<file path="src/rtl/bss_pkg.sv">
// Package for the brake self-test sequencer.
// Holds phase and command codes, register indexes and the structs shared by
// the configuration, step and top-level modules. No dependencies.
package bss_pkg;

  localparam int unsigned CFG_W     = 16;
  localparam int unsigned CFG_IDX_W = 3;

  localparam logic [CFG_IDX_W-1:0] CFG_CHARGED = 3'd0;
  localparam logic [CFG_IDX_W-1:0] CFG_EMPTY   = 3'd1;
  localparam logic [CFG_IDX_W-1:0] CFG_GAP     = 3'd2;
  localparam logic [CFG_IDX_W-1:0] CFG_SKIP    = 3'd3;
  localparam logic [CFG_IDX_W-1:0] CFG_FAKE    = 3'd4;

  localparam logic [CFG_W-1:0] CHARGED_RESET = 16'd1536;
  localparam logic [CFG_W-1:0] EMPTY_RESET   = 16'd256;
  localparam logic [CFG_W-1:0] GAP_RESET     = 16'd1000;

  typedef enum logic [3:0] {
    PH_START    = 4'd0,
    PH_WAITLOW  = 4'd1,
    PH_PRESSURE = 4'd2,
    PH_WAITTS   = 4'd3,
    PH_ACT1     = 4'd4,
    PH_GAP      = 4'd5,
    PH_ACT2     = 4'd6,
    PH_FAILED   = 4'd7,
    PH_DONE     = 4'd8
  } phase_t;

  typedef enum logic [1:0] {
    FN_STEP    = 2'd0,
    FN_RESTART = 2'd1,
    FN_FIRE    = 2'd2,
    FN_RELEASE = 2'd3
  } func_t;

  typedef struct packed {
    logic [CFG_W-1:0] charged_threshold;
    logic [CFG_W-1:0] empty_threshold;
    logic [CFG_W-1:0] gap_wait_ms;
    logic             skip_selftest;
    logic             fake_sensors;
  } cfg_t;

  typedef struct packed {
    phase_t phase;
    logic   drive_one;
    logic   drive_two;
    logic   close_latch;
  } ctl_t;

  typedef struct packed {
    logic [3:0] phase;
    logic       checks_ok;
    logic       safe_manual;
    logic       release_one;
    logic       release_two;
    logic       circuit_close;
  } res_t;

endpackage

</file>
<file path="src/rtl/bss_cfg_regs.sv">
// Configuration register bank of the brake self-test sequencer.
// Depends on bss_pkg for register indexes, reset values and cfg_t.
module bss_cfg_regs
  import bss_pkg::*;
(
  input  logic                 clk,
  input  logic                 rst_n,
  input  logic                 cfg_we,
  input  logic [CFG_IDX_W-1:0] cfg_index,
  input  logic [CFG_W-1:0]     cfg_wdata,
  output cfg_t                 cfg
);

  cfg_t cfg_r;
  cfg_t cfg_nxt;

  always_comb begin
    cfg_nxt = cfg_r;
    if (cfg_we) begin
      unique case (cfg_index)
        CFG_CHARGED: cfg_nxt.charged_threshold = cfg_wdata;
        CFG_EMPTY:   cfg_nxt.empty_threshold   = cfg_wdata;
        CFG_GAP:     cfg_nxt.gap_wait_ms       = cfg_wdata;
        CFG_SKIP:    cfg_nxt.skip_selftest     = cfg_wdata[0];
        CFG_FAKE:    cfg_nxt.fake_sensors      = cfg_wdata[0];
        default:     cfg_nxt = cfg_r;
      endcase
    end
  end

  always_ff @(posedge clk) begin
    if (!rst_n) begin
      cfg_r.charged_threshold <= CHARGED_RESET;
      cfg_r.empty_threshold   <= EMPTY_RESET;
      cfg_r.gap_wait_ms       <= GAP_RESET;
      cfg_r.skip_selftest     <= 1'b0;
      cfg_r.fake_sensors      <= 1'b0;
    end else begin
      cfg_r <= cfg_nxt;
    end
  end

  assign cfg = cfg_r;

endmodule

</file>
<file path="src/rtl/bss_step.sv">
// Combinational step logic: next phase, actuator drives, close latch, mark
// time and the result item for one registered input. Depends on bss_pkg.
module bss_step
  import bss_pkg::*;
#(
  parameter int unsigned TIME_BITS     = 32,
  parameter int unsigned PRESSURE_BITS = 16
) (
  input  cfg_t                     cfg,
  input  ctl_t                     ctl,
  input  logic [TIME_BITS-1:0]     mark,
  input  logic [1:0]               func,
  input  logic [TIME_BITS-1:0]     now_ms,
  input  logic [PRESSURE_BITS-1:0] tank_one_pressure,
  input  logic [PRESSURE_BITS-1:0] tank_two_pressure,
  input  logic                     master_switch_on,
  input  logic                     tractive_active,
  input  logic                     brake_over_limit,
  output ctl_t                     ctl_nxt,
  output logic [TIME_BITS-1:0]     mark_nxt,
  output res_t                     res
);

  // Thresholds are taken in PRESSURE_BITS bits, the gap time in TIME_BITS bits: zero-extended or truncated.
  logic [PRESSURE_BITS+CFG_W-1:0] charged_wide;
  logic [PRESSURE_BITS+CFG_W-1:0] empty_wide;
  logic [TIME_BITS+CFG_W-1:0]     gap_wide;
  logic [PRESSURE_BITS-1:0]       charged_th;
  logic [PRESSURE_BITS-1:0]       empty_th;
  logic [TIME_BITS-1:0]           gap_th;
  logic [TIME_BITS-1:0]           elapsed;
  logic                           charged;
  logic                           empty;
  logic                           line_ok;
  logic                           stepping;
  phase_t                         phase_nxt;

  assign charged_wide = {{PRESSURE_BITS{1'b0}}, cfg.charged_threshold};
  assign empty_wide   = {{PRESSURE_BITS{1'b0}}, cfg.empty_threshold};
  assign gap_wide     = {{TIME_BITS{1'b0}}, cfg.gap_wait_ms};
  assign charged_th   = charged_wide[PRESSURE_BITS-1:0];
  assign empty_th     = empty_wide[PRESSURE_BITS-1:0];
  assign gap_th       = gap_wide[TIME_BITS-1:0];

  assign elapsed  = now_ms - mark;
  assign charged  = cfg.fake_sensors ||
                    ((tank_one_pressure > charged_th) && (tank_two_pressure > charged_th));
  assign empty    = (tank_one_pressure < empty_th) && (tank_two_pressure < empty_th);
  assign line_ok  = cfg.fake_sensors || brake_over_limit;
  assign stepping = (func == FN_STEP) && !cfg.skip_selftest;

  // Next phase.
  always_comb begin
    phase_nxt = ctl.phase;
    case (func)
      FN_STEP: begin
        if (cfg.skip_selftest) begin
          phase_nxt = PH_DONE;
        end else begin
          unique case (ctl.phase)
            PH_START:    phase_nxt = PH_WAITLOW;
            PH_WAITLOW:  phase_nxt = PH_PRESSURE;
            PH_PRESSURE: phase_nxt = charged ? PH_WAITTS : PH_FAILED;
            PH_WAITTS: begin
              if (master_switch_on && tractive_active) phase_nxt = PH_ACT1;
            end
            PH_ACT1: begin
              if (line_ok) phase_nxt = PH_GAP;
            end
            PH_GAP: begin
              if (elapsed > gap_th) phase_nxt = PH_ACT2;
            end
            PH_ACT2: begin
              if (line_ok) phase_nxt = PH_DONE;
            end
            default: phase_nxt = ctl.phase;
          endcase
        end
      end
      FN_RESTART: phase_nxt = PH_START;
      default:    phase_nxt = ctl.phase;
    endcase
  end

  // Drives, close latch, mark time and the result item.
  always_comb begin
    ctl_nxt       = ctl;
    ctl_nxt.phase = phase_nxt;
    mark_nxt      = mark;
    case (func)
      FN_STEP: begin
        if (stepping) begin
          unique case (ctl.phase)
            PH_PRESSURE: begin
              if (charged) begin
                ctl_nxt.close_latch = 1'b1;
                mark_nxt            = now_ms;
              end
            end
            PH_WAITTS: begin
              if (master_switch_on && tractive_active) ctl_nxt.drive_one = 1'b0;
            end
            PH_ACT1: begin
              if (line_ok) begin
                ctl_nxt.drive_one = 1'b1;
                mark_nxt          = now_ms;
              end
            end
            PH_GAP: begin
              if (elapsed > gap_th) ctl_nxt.drive_two = 1'b0;
            end
            PH_ACT2: begin
              if (line_ok) ctl_nxt.drive_two = 1'b1;
            end
            default: ctl_nxt.close_latch = ctl.close_latch;
          endcase
        end
      end
      FN_FIRE: begin
        ctl_nxt.drive_one = 1'b0;
        ctl_nxt.drive_two = 1'b0;
      end
      default: begin
        ctl_nxt.drive_one = 1'b1;
        ctl_nxt.drive_two = 1'b1;
      end
    endcase

    res.phase         = phase_nxt;
    res.checks_ok     = (phase_nxt == PH_DONE) && charged;
    res.safe_manual   = empty;
    res.release_one   = ctl_nxt.drive_one;
    res.release_two   = ctl_nxt.drive_two;
    res.circuit_close = ctl_nxt.close_latch;
  end

endmodule

</file>
<file path="src/rtl/brake_selftest_sequencer_top.sv">
// Top level of the brake self-test sequencer: input register, step logic,
// sequencer state and result register. Depends on bss_pkg, bss_cfg_regs, bss_step.
//
//   Channel | Ports                        | Moves
//   --------+------------------------------+--------------------------------
//   in      | in_valid, in_stall, in_*     | one command with time and flags
//   out     | out_valid, out_stall, out_*  | one result per command
//   cfg     | cfg_we, cfg_index, cfg_wdata | register write, no read-back
//
// An item is registered on transfer; when it moves on, the step logic updates the
// sequencer state and loads the result register, which then offers the result.
// With no result stall, one item per cycle is sustained. Reset is synchronous and
// returns the sequencer to the start phase with the registers at their defaults.
// A stalled result holds the input register, which then stalls the input channel.
module brake_selftest_sequencer_top
  import bss_pkg::*;
#(
  parameter int unsigned TIME_BITS     = 32,
  parameter int unsigned PRESSURE_BITS = 16
) (
  input  logic                     clk,
  input  logic                     rst_n,
  input  logic                     cfg_we,
  input  logic [CFG_IDX_W-1:0]     cfg_index,
  input  logic [CFG_W-1:0]         cfg_wdata,
  input  logic                     in_valid,
  output logic                     in_stall,
  input  logic [1:0]               in_func,
  input  logic [TIME_BITS-1:0]     in_now_ms,
  input  logic [PRESSURE_BITS-1:0] in_tank_one_pressure,
  input  logic [PRESSURE_BITS-1:0] in_tank_two_pressure,
  input  logic                     in_master_switch_on,
  input  logic                     in_tractive_active,
  input  logic                     in_brake_over_limit,
  output logic                     out_valid,
  input  logic                     out_stall,
  output logic [3:0]               out_phase,
  output logic                     out_checks_ok,
  output logic                     out_safe_manual,
  output logic                     out_release_one,
  output logic                     out_release_two,
  output logic                     out_circuit_close
);

  cfg_t cfg;

  logic                     s1_valid_r;
  logic [1:0]               func_r;
  logic [TIME_BITS-1:0]     now_r;
  logic [PRESSURE_BITS-1:0] p1_r;
  logic [PRESSURE_BITS-1:0] p2_r;
  logic                     ms_r;
  logic                     ts_r;
  logic                     bol_r;

  ctl_t                 ctl_r;
  ctl_t                 ctl_nxt;
  logic [TIME_BITS-1:0] mark_r;
  logic [TIME_BITS-1:0] mark_nxt;
  res_t                 res_nxt;
  res_t                 res_r;
  logic                 out_valid_r;
  logic                 s1_adv;
  logic                 in_take;

  bss_cfg_regs u_cfg (
    .clk       (clk),
    .rst_n     (rst_n),
    .cfg_we    (cfg_we),
    .cfg_index (cfg_index),
    .cfg_wdata (cfg_wdata),
    .cfg       (cfg)
  );

  bss_step #(
    .TIME_BITS     (TIME_BITS),
    .PRESSURE_BITS (PRESSURE_BITS)
  ) u_step (
    .cfg               (cfg),
    .ctl               (ctl_r),
    .mark              (mark_r),
    .func              (func_r),
    .now_ms            (now_r),
    .tank_one_pressure (p1_r),
    .tank_two_pressure (p2_r),
    .master_switch_on  (ms_r),
    .tractive_active   (ts_r),
    .brake_over_limit  (bol_r),
    .ctl_nxt           (ctl_nxt),
    .mark_nxt          (mark_nxt),
    .res               (res_nxt)
  );

  // The registered item moves on when the result register is free or draining.
  assign s1_adv   = s1_valid_r && (!out_valid_r || !out_stall);
  assign in_stall = s1_valid_r && !s1_adv;
  assign in_take  = in_valid && !in_stall;

  always_ff @(posedge clk) begin
    if (!rst_n) begin
      s1_valid_r <= 1'b0;
    end else if (!in_stall) begin
      s1_valid_r <= in_valid;
    end
  end

  always_ff @(posedge clk) begin
    if (in_take) begin
      func_r <= in_func;
      now_r  <= in_now_ms;
      p1_r   <= in_tank_one_pressure;
      p2_r   <= in_tank_two_pressure;
      ms_r   <= in_master_switch_on;
      ts_r   <= in_tractive_active;
      bol_r  <= in_brake_over_limit;
    end
  end

  always_ff @(posedge clk) begin
    if (!rst_n) begin
      ctl_r.phase       <= PH_START;
      ctl_r.drive_one   <= 1'b0;
      ctl_r.drive_two   <= 1'b0;
      ctl_r.close_latch <= 1'b0;
      mark_r            <= '0;
      out_valid_r       <= 1'b0;
    end else begin
      if (s1_adv) begin
        ctl_r  <= ctl_nxt;
        mark_r <= mark_nxt;
      end
      if (s1_adv) begin
        out_valid_r <= 1'b1;
      end else if (!out_stall) begin
        out_valid_r <= 1'b0;
      end
    end
  end

  always_ff @(posedge clk) begin
    if (s1_adv) begin
      res_r <= res_nxt;
    end
  end

  assign out_valid         = out_valid_r;
  assign out_phase         = res_r.phase;
  assign out_checks_ok     = res_r.checks_ok;
  assign out_safe_manual   = res_r.safe_manual;
  assign out_release_one   = res_r.release_one;
  assign out_release_two   = res_r.release_two;
  assign out_circuit_close = res_r.circuit_close;

`ifndef SYNTHESIS
  // A full input register with no output stall always yields a result next cycle.
  a_drain: assert property (@(posedge clk) disable iff (!rst_n)
    (s1_valid_r && !out_stall) |=> out_valid)
    else $error("registered item did not reach the result register");

  // The ready flag is only reported in the done phase.
  a_ok_done: assert property (@(posedge clk) disable iff (!rst_n)
    (out_valid && out_checks_ok) |-> (out_phase == PH_DONE))
    else $error("checks_ok outside the done phase");

  // The close latch only sets on a step out of the pressure check.
  a_close_src: assert property (@(posedge clk) disable iff (!rst_n)
    $rose(ctl_r.close_latch) |-> ($past(ctl_r.phase) == PH_PRESSURE))
    else $error("close latch set outside the pressure check");

  // The sequencer state only changes when the registered item moves on.
  a_state_hold: assert property (@(posedge clk) disable iff (!rst_n)
    !s1_adv |=> $stable(ctl_r))
    else $error("sequencer state changed without a transfer");
`endif

endmodule

</file>
<file path="config.mk">
export PLATFORM = sky130hd
export DESIGN_NAME = brake_selftest_sequencer_top
export DESIGN_NICKNAME = d
export VERILOG_FILES = /design/src/rtl/bss_pkg.sv /design/src/rtl/bss_cfg_regs.sv /design/src/rtl/bss_step.sv /design/src/rtl/brake_selftest_sequencer_top.sv
export SDC_FILE = /design/constraint.sdc
export NUM_CORES = 1
export LEC_CHECK = 0
export BUFFER_PORTS_ARGS = -buffer_cell sky130_fd_sc_hd__buf_2
export CAP_MARGIN = 0
export CELL_PAD_IN_SITES_DETAIL_PLACEMENT = 0
export CELL_PAD_IN_SITES_GLOBAL_PLACEMENT = 1
export CORE_MARGIN = 5
export CORE_UTILIZATION = 50
export CTS_CLUSTER_SIZE = 24
export DETAILED_ROUTE_END_ITERATION = 10
export GPL_TIMING_DRIVEN = 0
export HOLD_SLACK_MARGIN = 0.1
export PLACE_DENSITY_LB_ADDON = 0.1
export SKIP_CTS_REPAIR_TIMING = 1
export SYNTH_ARGS = -nofsm -noshare
export SYNTH_HDL_FRONTEND = slang
export SYNTH_SLANG_ARGS = --single-unit
</file>
<file path="constraint.sdc">
create_clock -name clk -period 11.3 [get_ports clk]
set_input_delay 0 -clock clk [delete_from_list [all_inputs] [get_ports clk]]
set_output_delay 0 -clock clk [all_outputs]
set_load 0.03 [all_outputs]
</file>
==> impl_metrics.py <==
metrics = {
    "worst_setup_path": {
        "reg2reg_slack_ns": 5.68,
        "cp.buffers_inverters": 1,
        "r2r-start": "now_r[0]$_DFFE_PP_",
        "reg2reg_depth": 21,
        "cp.required_ns": 11.47,
        "worst-path-max-fanout": 3,
        "max_stage_delay_ns": 0.55,
        "cp.depth": 21,
        "cp-startpoint": "now_r[0]$_DFFE_PP_",
        "critPathCapture": "out_checks_ok$_DFFE_PP_",
        "crit_family": "simple AND/OR/NAND/NOR gates",
        "worstPathArrival_ns": 5.80,
        "timing.rr.end": "out_checks_ok$_DFFE_PP_",
        "cp-start-kind": "flip-flop",
        "path_class": "flip-flop to flip-flop",
        "end_kind": "flip-flop",
        "cp_cell_sequence": "inv_1 > ha_1 > fa_1 > nor2b_1 > o2111ai_1 > a21boi_1 > nor2_1 > nor2b_1 > nor2_1 > xnor2_1 > ha_1 > nand4_1 > or4_1 > nor2_1 > a21oi_1 > or4_4 > nor4_2 > o2111ai_1 > nor4_1 > o21a_2 > nor3_1",
        "crit_top_cell": "nor2_1",
        "cpMaxStageDelayCell": "or4_1",
    },
    "pwr": {
        "power_density_nw_per_um2": 119,
        "p_leak_nw": 4.87,
        "peakVddDrop_mv": 0.0949,
    },
    "layout": {
        "n_fill_cell": 1802,
        "fin_cells": 1566,
        "layout_commonest_cell": "nand2_1",
        "utilization_pct": 62.4,
        "mostFrequentLayoutCells": "nand2_1, buf_2, ha_1",
        "num_antenna_cells": 0,
        "area.growth.synth_to_final_pct": 24.1,
        "drive_above_1_share_pct": 13.2,
        "fin_nets": 1486,
    },
    "yosys": {
        "ys_types": 77,
        "synth_seq_area_share_pct": 41.3,
        "synth_area_leaders": "edfxtp_1, dfxtp_1, ha_1, nand2_1, mux2i_1",
        "synthArstFlopShare_pct": 0,
        "syn_inst": 1065,
        "synth_edf_count": 78,
        "syn_nets": 1268,
        "synth_top_area_share_pct": 23.2,
        "syn-mean-instance-area_um2": 9.46,
        "synth_ff_type": "dfxtp_1",
        "ys_ff_latch": 169,
        "synth_area_um2": 10100,
        "yosys.area.top_type": "edfxtp_1",
        "yosysWarnings": 0,
    },
    "cts": {
        "clk_latency_ns": 0.43,
        "cts.sinks": 169,
        "ctsRootBufferMaster": "clkbuf_16",
        "cts.path.max_buffers": 2,
        "cts_max_level": 4,
        "cts-buffers-inserted": 17,
        "clk_pin_slew_worst_paths_ns": 0.07,
        "cts_tree": "done",
    },
    "floorplan": {
        "core_area_um2": 20000,
        "num_rows": 52,
        "start_util_pct": 50.3,
        "dieArea_um2": 23100,
        "dieHeight_um": 152,
        "io_pins": 104,
        "die_w_um": 152,
    },
    "timing": {
        "drv_slew": 0,
        "slew_headroom_pct": 43.0,
        "tightest_slew_ns": 0.855,
        "rsz0062_at_grt": "false",
        "post-route-period-util_pct": 49.8,
        "period_minus_slack_ns": 5.62,
        "hold_violations": 0,
        "fmax_ghz": 0.178,
        "setup_viol": 0,
        "skew_ns": 0.0105,
        "tns_ns": 0,
    },
    "routing": {
        "drtAntennaViolNets": 0,
        "totalWireLength_um": 24900,
        "vias_per_cell": 5.29,
        "wire_per_inst_um": 15.9,
        "vias": 8289,
        "drt-initial-drc-count": 524,
        "dr.pass1.iters": 5,
        "drcViolationCount": 0,
    },
    "global_route": {
        "grt_overflow_total": 0,
        "grt_pass1_vias": 7579,
        "grt_pass1_wl_um": 39100,
        "grt_start_max_net_pins": 36,
        "antenna_found_initial": 0,
        "track_usage_pct": 20.4,
    },
    "placement": {
        "dpl.hpwl_um": 18300,
        "place_inst": 1439,
        "gp_congestion": 0.896,
        "io_buffers": 102,
    },
    "outcome": {
        "status": "finished, final reports clean",
    },
    "hold_path": {
        "min_from": "in_now_ms[6]",
        "hold_path_class": "input port to flip-flop",
    },
    "run": {
        "maxCapViolations": 0,
    },
}
==> per-stage QoR <==
| step | hold WS, ns | worst slack [ns] | area [um^2] | power, mW |
|---|---|---|---|---|
| floorplan | 0.0989 | 6.55 | 10100 | 0.820 |
| global placement | 0.176 | 5.76 | 10900 | 0.882 |
| detailed placement | 0.178 | 5.76 | 11000 | 0.885 |
| CTS | -0.278 | 5.73 | 11600 | 1.47 |
| global route | 0.270 | 5.45 | 12500 | 1.55 |
| finish | 0.270 | 5.68 | 12500 | 1.48 |
==> worst reg2reg max path, cell delays in order, from the launching register on <==
cell and delay, ns:
edfxtp_1 0.35, inv_1 0.05, ha_1 0.22, fa_1 0.42, nor2b_1 0.23, o2111ai_1 0.20
a21boi_1 0.35, nor2_1 0.12, nor2b_1 0.13, nor2_1 0.06, xnor2_1 0.15, ha_1 0.33
nand4_1 0.12, or4_1 0.55, nor2_1 0.16, a21oi_1 0.06, or4_4 0.53, nor4_2 0.28
o2111ai_1 0.27, nor4_1 0.54, o21a_2 0.23, nor3_1 0.05
==> synth_stat cells (all sizes together), types with 15 or more instances <==
library cell / n
a21oi: 66
a21o: 32
edfxtp: 78
nor3: 15
nand4: 19
nor2b: 48
dfxtp: 91
nand3: 20
mux2i: 36
a21boi: 42
nand2: 138
ha: 109
inv: 88
clkbuf: 23
o211ai: 16
nor2: 41
o21ai: 42
buf: 15
==> flip-flops by register name, summed over array words and instances, names as in the netlist, 2 cells and up <==
name       cells
p2_r          16
ctl_r          7
func_r         2
now_r         32
u_cfg.cfg     50
out_phase      4
p1_r          16
mark_r        32
==> where the power goes <==
group / internal, mW / total [mW] / switching, mW
sequential: 0.664 / 0.677 / 0.0131
combinational: 0.103 / 0.223 / 0.120
clock: 0.313 / 0.584 / 0.272
total: 1.08 / 1.48 / 0.405
==> metal layers <==
layer	vias up	track usage, %	part of all wire (%)	wire, um
met3	19	3.95	4.5	1130
met5	-	0	0	0
met2	182	30.5	44	11100
met1	3818	31.0	50	12500
met4	0	4.02	1.0	250
li1	4270	-	-	-
==> area by class of cell <==
cell class	count	area [um^2]	area share [%]
clock inverter	15	154	1.23
inverter	89	334	2.67
tap	270	338	2.70
timing repair buffer	199	1500	12.0
buffer	38	179	1.43
multi-input combinational	769	5410	43.3
clock buffer	17	425	3.40
sequential	169	4160	33.3
==> cell families after synthesis <==
| family | share of synthesized area, % |
|---|---|
| buf+inv | 5.09 |
| compound gates | 18.4 |
| fa+ha+maj | 13.7 |
| xor+xnor | 1.56 |
| mux | 3.80 |
| simple gates | 16.1 |
| flops | 41.3 |
==> worst min path at each step <==
stage | cells after the start | endpoint | slack, ns
finish | 2 | now_r[6]$_DFFE_PP_ | 0.27
detailed placement | 1 | p2_r[9]$_DFFE_PP_ | 0.18
floorplan | 0 | bol_r$_DFFE_PP_ | 0.1
CTS | 1 | p2_r[12]$_DFFE_PP_ | -0.28
global route | 2 | now_r[7]$_DFFE_PP_ | 0.27
global placement | 1 | now_r[21]$_DFFE_PP_ | 0.18
Power figures use the tool's default switching activity.
